[src/hw/rtl/tle_pkg.sv]
// ----------------------------------------------------------------------------
// tle_pkg
// Types and character constants shared by the terminal line editor.
// ----------------------------------------------------------------------------
package tle_pkg;

    // terminal characters
    localparam logic [7:0] CH_BEL   = 8'd7;
    localparam logic [7:0] CH_BS    = 8'd8;
    localparam logic [7:0] CH_LF    = 8'd10;
    localparam logic [7:0] CH_CR    = 8'd13;
    localparam logic [7:0] CH_ETX   = 8'd3;
    localparam logic [7:0] CH_SPACE = 8'd32;
    localparam logic [7:0] CH_TILDE = 8'd126;
    localparam logic [7:0] CH_DEL   = 8'd127;
    localparam logic [7:0] CH_CARET = 8'd94;
    localparam logic [7:0] CH_UC_C  = 8'd67;

    // request commands
    localparam logic CMD_TYPE = 1'b0;
    localparam logic CMD_READ = 1'b1;

    // result kinds
    typedef enum logic [1:0] {
        KIND_ECHO   = 2'd0,
        KIND_LINE   = 2'd1,
        KIND_PROMPT = 2'd2,
        KIND_READ   = 2'd3
    } t_kind;

    // result sequences that one request can start
    typedef enum logic [2:0] {
        JOB_ECHO,
        JOB_EOL,
        JOB_ERASE,
        JOB_INTR,
        JOB_READ
    } t_job;

    // work descriptor handed from decode to the result sequencer
    typedef struct packed {
        t_job       job;
        logic [7:0] data;
        logic [7:0] len;
        logic       oor;
    } t_desc;

endpackage

[src/hw/rtl/tle_ram.sv]
// ----------------------------------------------------------------------------
// tle_ram
// Simple dual-port RAM: one write port, one read port with registered data.
// ----------------------------------------------------------------------------
module tle_ram #(
    parameter int WIDTH = 8,
    parameter int DEPTH = 256,
    localparam int AddrW = (DEPTH > 1) ? $clog2(DEPTH) : 1
) (
    input  logic             i_clk,
    input  logic             i_wr_en,
    input  logic [AddrW-1:0] i_wr_addr,
    input  logic [WIDTH-1:0] i_wr_data,
    input  logic             i_rd_en,
    input  logic [AddrW-1:0] i_rd_addr,
    output logic [WIDTH-1:0] o_rd_data
);

    logic [WIDTH-1:0] r_mem [DEPTH];
    logic [WIDTH-1:0] r_rd_data;

    // write port
    always_ff @(posedge i_clk) begin
        if (i_wr_en) begin
            r_mem[i_wr_addr] <= i_wr_data;
        end
    end

    // registered read port
    always_ff @(posedge i_clk) begin
        if (i_rd_en) begin
            r_rd_data <= r_mem[i_rd_addr];
        end
    end

    assign o_rd_data = r_rd_data;

endmodule

[src/hw/rtl/terminal_line_editor.sv]
// ----------------------------------------------------------------------------
// terminal_line_editor
// Canonical-mode line editor for a terminal byte stream.
// ----------------------------------------------------------------------------
// A request is accepted in every cycle as long as the result side keeps up.
// Each request passes a decode stage that updates the line count, writes
// printable characters into the line RAM or starts a RAM read, then a pending
// stage, then the result sequencer that drives the output ports. The first
// result of a request reaches the output ports after the pending register and
// the sequencer register. A request gives 0, 1, 3 or 5 results and the
// sequencer puts out one result per cycle while i_stall is low; while the
// pending stage holds a request and the sequencer holds one whose last
// result is not being handed over, o_stall is high. Requests that give no
// result leave the pipeline at decode. Read data is valid until further
// bytes are typed; the line RAM needs no clearing after reset.
// ----------------------------------------------------------------------------
module terminal_line_editor #(
    parameter int LINE_SIZE = 256
) (
    input  logic       i_clk,
    input  logic       i_rst_n,
    // request channel
    input  logic       i_valid,
    output logic       o_stall,
    input  logic       i_cmd,
    input  logic [7:0] i_byte_value,
    input  logic [7:0] i_read_index,
    // result channel
    output logic       o_valid,
    input  logic       i_stall,
    output logic [1:0] o_kind,
    output logic [7:0] o_data,
    output logic [7:0] o_line_length,
    output logic       o_last
);

    import tle_pkg::*;

    localparam int AW = $clog2(LINE_SIZE);
    localparam int IW = ((AW > 8) ? AW : 8) + 1;
    localparam logic [AW-1:0] CountMax = AW'(LINE_SIZE - 1);

    // registers and next values
    logic [AW-1:0] r_count,     n_count;
    logic          r_swallow,   n_swallow;
    logic          r_p_valid,   n_p_valid;
    t_desc         r_p,         n_p;
    logic          r_e_valid,   n_e_valid;
    t_desc         r_e,         n_e;
    logic [2:0]    r_step,      n_step;

    // handshake and flow
    logic acc;
    logic e_last;
    logic e_done;
    logic e_free;
    logic p_move;

    // decode results
    logic          has_job;
    t_desc         dec;
    logic          wr_en;
    logic          rd_en;
    logic [IW-1:0] idx_w;
    logic          idx_oor;
    logic [7:0]    rd_data;
    logic [2:0]    e_total;

    // line store
    tle_ram #(
        .WIDTH (8),
        .DEPTH (LINE_SIZE)
    ) u_line_ram (
        .i_clk     (i_clk),
        .i_wr_en   (wr_en),
        .i_wr_addr (r_count),
        .i_wr_data (i_byte_value),
        .i_rd_en   (rd_en),
        .i_rd_addr (idx_w[AW-1:0]),
        .o_rd_data (rd_data)
    );

    // flow control between the stages
    assign e_done  = r_e_valid && !i_stall && e_last;
    assign e_free  = !r_e_valid || e_done;
    assign p_move  = r_p_valid && e_free;
    assign o_stall = r_p_valid && !e_free;
    assign acc     = i_valid && !o_stall;

    // read index range check
    assign idx_w   = IW'(i_read_index);
    assign idx_oor = (idx_w >= IW'(LINE_SIZE));

    // request decode and line state update
    always_comb begin
        n_count   = r_count;
        n_swallow = r_swallow;
        has_job   = 1'b0;
        wr_en     = 1'b0;
        rd_en     = 1'b0;
        dec.job   = JOB_ECHO;
        dec.data  = i_byte_value;
        dec.len   = 8'd0;
        dec.oor   = idx_oor;
        if (acc) begin
            if (i_cmd == CMD_READ) begin
                has_job = 1'b1;
                rd_en   = !idx_oor;
                dec.job = JOB_READ;
            end else if (i_byte_value == CH_LF && r_swallow) begin
                n_swallow = 1'b0;
            end else begin
                n_swallow = 1'b0;
                if (i_byte_value == CH_CR || i_byte_value == CH_LF) begin
                    has_job   = 1'b1;
                    dec.job   = JOB_EOL;
                    dec.len   = 8'(r_count);
                    n_swallow = (i_byte_value == CH_CR);
                    n_count   = '0;
                end else if (i_byte_value == CH_BS || i_byte_value == CH_DEL) begin
                    if (r_count != '0) begin
                        has_job = 1'b1;
                        dec.job = JOB_ERASE;
                        n_count = r_count - AW'(1);
                    end
                end else if (i_byte_value == CH_ETX) begin
                    has_job = 1'b1;
                    dec.job = JOB_INTR;
                    n_count = '0;
                end else if (i_byte_value inside {[CH_SPACE:CH_TILDE]}) begin
                    has_job = 1'b1;
                    dec.job = JOB_ECHO;
                    if (r_count != CountMax) begin
                        wr_en   = 1'b1;
                        n_count = r_count + AW'(1);
                    end else begin
                        dec.data = CH_BEL;
                    end
                end
            end
        end
    end

    // pending stage
    always_comb begin
        n_p_valid = r_p_valid;
        n_p       = r_p;
        if (p_move) begin
            n_p_valid = 1'b0;
        end
        if (acc && has_job) begin
            n_p_valid = 1'b1;
            n_p       = dec;
        end
    end

    // result sequencer state
    always_comb begin
        n_e_valid = r_e_valid;
        n_e       = r_e;
        n_step    = r_step;
        if (r_e_valid && !i_stall) begin
            if (e_last) begin
                n_e_valid = 1'b0;
            end else begin
                n_step = r_step + 3'd1;
            end
        end
        if (p_move) begin
            n_e_valid = 1'b1;
            n_e       = r_p;
            n_step    = 3'd0;
            if (r_p.job == JOB_READ) begin
                n_e.data = r_p.oor ? 8'd0 : rd_data;
            end
        end
    end

    // result fields for the current step
    always_comb begin
        o_kind        = KIND_ECHO;
        o_data        = r_e.data;
        o_line_length = 8'd0;
        e_total       = 3'd1;
        case (r_e.job)
            JOB_ECHO: begin
                e_total = 3'd1;
            end
            JOB_READ: begin
                e_total = 3'd1;
                o_kind  = KIND_READ;
            end
            JOB_EOL: begin
                e_total = 3'd3;
                case (r_step)
                    3'd0: o_data = CH_CR;
                    3'd1: o_data = CH_LF;
                    default: begin
                        o_kind        = KIND_LINE;
                        o_data        = 8'd0;
                        o_line_length = r_e.len;
                    end
                endcase
            end
            JOB_ERASE: begin
                e_total = 3'd3;
                o_data  = (r_step == 3'd1) ? CH_SPACE : CH_BS;
            end
            JOB_INTR: begin
                e_total = 3'd5;
                case (r_step)
                    3'd0: o_data = CH_CARET;
                    3'd1: o_data = CH_UC_C;
                    3'd2: o_data = CH_CR;
                    3'd3: o_data = CH_LF;
                    default: begin
                        o_kind = KIND_PROMPT;
                        o_data = 8'd0;
                    end
                endcase
            end
            default: begin
                e_total = 3'd1;
            end
        endcase
    end

    assign e_last  = (r_step == e_total - 3'd1);
    assign o_valid = r_e_valid;
    assign o_last  = e_last;

    // control registers
    always_ff @(posedge i_clk) begin
        if (!i_rst_n) begin
            r_count   <= '0;
            r_swallow <= 1'b0;
            r_p_valid <= 1'b0;
            r_e_valid <= 1'b0;
            r_step    <= 3'd0;
        end else begin
            r_count   <= n_count;
            r_swallow <= n_swallow;
            r_p_valid <= n_p_valid;
            r_e_valid <= n_e_valid;
            r_step    <= n_step;
        end
    end

    // payload registers
    always_ff @(posedge i_clk) begin
        r_p <= n_p;
        r_e <= n_e;
    end

`ifndef SYNTH
    // line count never passes the last usable position
    ast_count_range: assert property (@(posedge i_clk) disable iff (!i_rst_n)
        r_count <= CountMax)
        else $error("line count out of range");

    // sequencer step stays inside the current result sequence
    ast_step_bound: assert property (@(posedge i_clk) disable iff (!i_rst_n)
        r_e_valid |-> (r_step < e_total))
        else $error("result step beyond sequence length");

    // a request that starts a sequence is held in the pending stage
    ast_accept_loads: assert property (@(posedge i_clk) disable iff (!i_rst_n)
        (acc && has_job) |=> r_p_valid)
        else $error("accepted request lost at decode");

    // a pending descriptor is kept until the sequencer takes it
    ast_pending_held: assert property (@(posedge i_clk) disable iff (!i_rst_n)
        (r_p_valid && !p_move) |=> (r_p_valid && $stable(r_p)))
        else $error("pending descriptor dropped or changed");
`endif

endmodule

[config.mk]
export PLATFORM = sky130hd
export DESIGN_NAME = terminal_line_editor
export DESIGN_NICKNAME = d
export VERILOG_FILES = /design/src/hw/rtl/tle_pkg.sv /design/src/hw/rtl/tle_ram.sv /design/src/hw/rtl/terminal_line_editor.sv
export SDC_FILE = /design/constraint.sdc
export NUM_CORES = 2
export LEC_CHECK = 0
export BUFFER_PORTS_ARGS = -buffer_cell sky130_fd_sc_hd__clkbuf_2
export CORE_MARGIN = 2
export CORE_UTILIZATION = 35
export CTS_BUF_LIST = sky130_fd_sc_hd__clkbuf_8 sky130_fd_sc_hd__clkbuf_16
export DETAILED_ROUTE_END_ITERATION = 12
export SLEW_MARGIN = 5
export SYNTH_ARGS = -nofsm -noshare
export SYNTH_HDL_FRONTEND = slang
export SYNTH_HIERARCHICAL = 1
export SYNTH_SLANG_ARGS = --single-unit
[constraint.sdc]
create_clock -name i_clk -period 3.25 [get_ports i_clk]
set_input_delay 0.325 -clock i_clk [delete_from_list [all_inputs] [get_ports i_clk]]
set_output_delay 0.325 -clock i_clk [all_outputs]
set_load 0.01 [all_outputs]
==> results.py <==
metrics = {
    "yosys": {
        "ys_async_sr_fraction_pct": 0,
        "syn-mean-instance-area_sq_um": 20.51,
        "syn_area_sq_um": 82610,
        "ys.flop_type": "edfxtp_1",
        "synth-edff-count": 2094,
        "syn-num-nets": 4056,
        "postSynthCellCount": 4027,
        "synth.distinct_cells": 81,
        "yosys_warnings": 6,
        "synth_seq_area_share_pct": 76.46,
        "ys_seq_elements": 2108,
    },
    "timing": {
        "setup_ws_ps": 130.2,
        "min_period_ps": 3120,
        "slew_violations": 0,
        "max_freq_mhz": 320.5,
        "final.setup_skew_ps": 42.03,
        "timing.final.crit_share_pct": 95.99,
        "tns_ps": 0,
        "slew_headroom_pct": 18.90,
        "finalHoldViolations": 0,
        "rsz0062_at_grt": "no",
        "finalSetupViolations": 0,
        "worstMarginPinSlew_ps": 1216,
    },
    "global_route": {
        "grt_pass1_vias": 42610,
        "grt_overflow": 0,
        "antenna_found_initial": 10,
        "grt_pass1_wl_mm": 303.1,
        "grt_max_degree": 232,
        "grt.total_usage_pct": 17.31,
    },
    "finish": {
        "n_fill_cell": 20550,
        "mostFrequentLayoutCells": "edfxtp_1 (2094), buf_4 (478), mux4_2 (454), nor2_1 (305), clkbuf_16 (204)",
        "final_common_cell": "edfxtp_1",
        "post-route-util_pct": 41.14,
        "fin_nets": 4595,
        "design_area_sq_um": 96660,
        "drive_gt1_share_pct": 28.61,
        "area.growth.synth_to_final_pct": 17.01,
    },
    "critical_path": {
        "critPathLaunchType": "input port",
        "cpPeakStageDelay_ps": 690,
        "crit_type": "in2reg",
        "critPathMaxFanout": 27,
        "end_kind": "flip-flop",
        "worstPathRequired_ps": 4050,
        "cp_common_cell": "dlygate4sd3_1",
        "r2r_start": "r_step[1]",
        "worstPathArrival_ps": 3920,
        "crit_family": "buffers and inverters",
        "crit_end": "r_p_valid",
        "worstPathCellList": "dlygate4sd3_1 -> buf_8 -> or4_1 -> a211oi_2 -> nor2_1 -> a211oi_2 -> o21ai_1 -> dlygate4sd3_1 -> a21boi_1 -> dlygate4sd3_1",
        "r2r_slack_ps": 140,
        "path_depth": 10,
        "cp.buffers_inverters": 4,
        "critPathSlowestCell": "dlygate4sd3_1",
        "r2r-end": "u_line_ram/r_mem[132][1]",
        "crit_path_start": "i_byte_value[5]",
        "ff2ff_path_depth": 10,
    },
    "power_and_ir_drop": {
        "powerDensity_nw_per_um2": 577.4,
        "irDropWorstVdd_uv": 550.5,
        "p_leak_uw": 0.03087,
    },
    "detailed_routing": {
        "via_count": 42430,
        "vias_per_cell": 5.379,
        "met1_length_mm": 89.09,
        "met2_length_mm": 100.3,
        "drt-total-wl_mm": 209.2,
        "dr.pass1.iters": 6,
        "antenna_left": 0,
        "highest_layer": "met5",
        "wire_per_inst_microns": 26.52,
        "drtIter0Drc": 4736,
        "drc": 0,
        "wl_met3_mm": 14.13,
    },
    "run": {
        "drv_cap": 0,
    },
    "outcome": {
        "status": "finished, final reports clean",
    },
    "clock_tree": {
        "cts-root-buf": "clkbuf_16",
        "cts_tree": "built",
        "clk_pin_slew_ps": 60,
        "clkLatencyLatePin_ps": 860,
        "cts-htree-levels": 4,
        "cts-buffers-inserted": 204,
        "ctsLongestPathBuffers": 3,
        "clock_sinks": 2108,
    },
    "place": {
        "dp_hpwl_mm": 131.4,
        "pre_cts_slack_ps": -307.5,
        "placed_area_sq_um": 89970,
        "gp_congestion": 0.8664,
        "portBuffers": 41,
    },
    "die": {
        "die_area_sq_um": 239900,
        "start_util_pct": 35.16,
        "pin_count": 42,
        "core_area_sq_um": 235000,
        "fp.dieW_microns": 489.8,
        "die_h_microns": 489.8,
        "rows": 178,
    },
    "hold_path": {
        "hold_path.class": "in2reg",
    },
}
## worst register-to-register path: stages (launching register included)
cell and delay, ps:
dfxtp_1 510, nand4bb_1 150, a31oi_1 250, o21ai_2 120, a311oi_2 330, and2_1 290
buf_12 190, nand3_1 120, buf_4 290, nor2_1 280, buf_4 250
## flip-flops by register name (all words and copies together), names as in the netlist
| name | flops |
|---|---|
| r_swallow | 1 |
| o_valid | 1 |
| r_e | 19 |
| r_count | 8 |
| r_p_valid | 1 |
| u_line_ram/r_mem | 2048 |
| r_p | 19 |
| u_line_ram/o_rd_data | 8 |
| r_step | 3 |
## how the worst min path moves through the flow
stage | from | endpoint | slack [ps] | cells past startpoint
floorplan | r_p[1] | r_e[1] | 400 | 0
global placement | r_p[3] | r_e[3] | 410 | 0
detailed placement | r_p[2] | r_e[2] | 410 | 0
CTS | i_byte_value[2] | u_line_ram/r_mem[204][2] | 130 | 2
global route | i_byte_value[2] | u_line_ram/r_mem[204][2] | 170 | 2
finish | i_byte_value[2] | u_line_ram/r_mem[204][2] | 150 | 2
## synthesized netlist by cell type, drive strengths merged (10+ instances only)
cell type     n  area (sq um)
buf         128          1075
mux2         10         112.6
o21ai        25         128.9
nand3        40         200.2
clkbuf      120         450.4
inv          12         45.04
nor3         28         145.1
o211ai       11         87.58
mux2i       137          1371
a21oi       109         549.3
nand4        15         93.84
nor4         30         206.5
a211oi       19         147.6
a22oi       135          1013
and3         13         81.33
nor2b        40         250.2
nor2        309          1160
edfxtp     2094         62880
nand2        58         217.7
dfxtp        14         280.3
and2         16         100.1
nand2b       12         75.07
o221ai       48         426.7
a221oi       15         143.9
a22o         10         87.58
o22ai        29         181.4
mux4        456         10280
## report_power, final
group / total [uW] / internal, uW / switching, uW
logic: 2780 / 1040 / 1730
clock network: 23100 / 12900 / 10200
registers: 30000 / 29900 / 29.7
total: 55800 / 43900 / 12000
## cells by family after synthesis
family,synth area share (%)
multiplexers,14.24
adder cells (fa/ha/maj),0.1212
XOR/XNOR,0.01060
AND/OR/NAND/NOR,3.425
flip-flops,76.46
AO/OA/AOI/OAI,3.837
buffers and inverters,1.910
## final cells by class
| type | instances | area, sq um | share of cell area (%) |
|---|---|---|---|
| clock inverter | 172 | 1426 | 1.476 |
| clock buffer | 204 | 5105 | 5.282 |
| sequential | 2108 | 63160 | 65.35 |
| multi-input combinational | 1657 | 17930 | 18.55 |
| tap | 3150 | 3941 | 4.078 |
| antenna | 1 | 2.502 | 0.002589 |
| timing repair buffer | 581 | 5035 | 5.209 |
| inverter | 14 | 52.55 | 0.05437 |
## stage by stage
step | power [uW] | std cells | hold slack [ps]
global route | 57450 | 7887 | 169.4
floorplan | 31960 | 4027 | 400.3
finish | 55810 | 7887 | 150.6
detailed placement | 33320 | 7496 | 408.1
CTS | 56330 | 7885 | 129.7
global placement | 33280 | 7496 | 406.6
## per-layer routing
metal	track usage, %	vias to the layer above
met5	0	-
met4	5.059	2
met3	2.829	301
met2	27.79	1588
met1	24.34	22660
li1	-	17880
## timing repair
item                       in CTS  in global routing
setup endpoints to repair       0                 22
resized for setup               0                  4
hold buffers                   13                  0
buffers inserted                0                  1
hold endpoints to repair      173                  0
No activity file was read; power rests on OpenSTA's default activity.
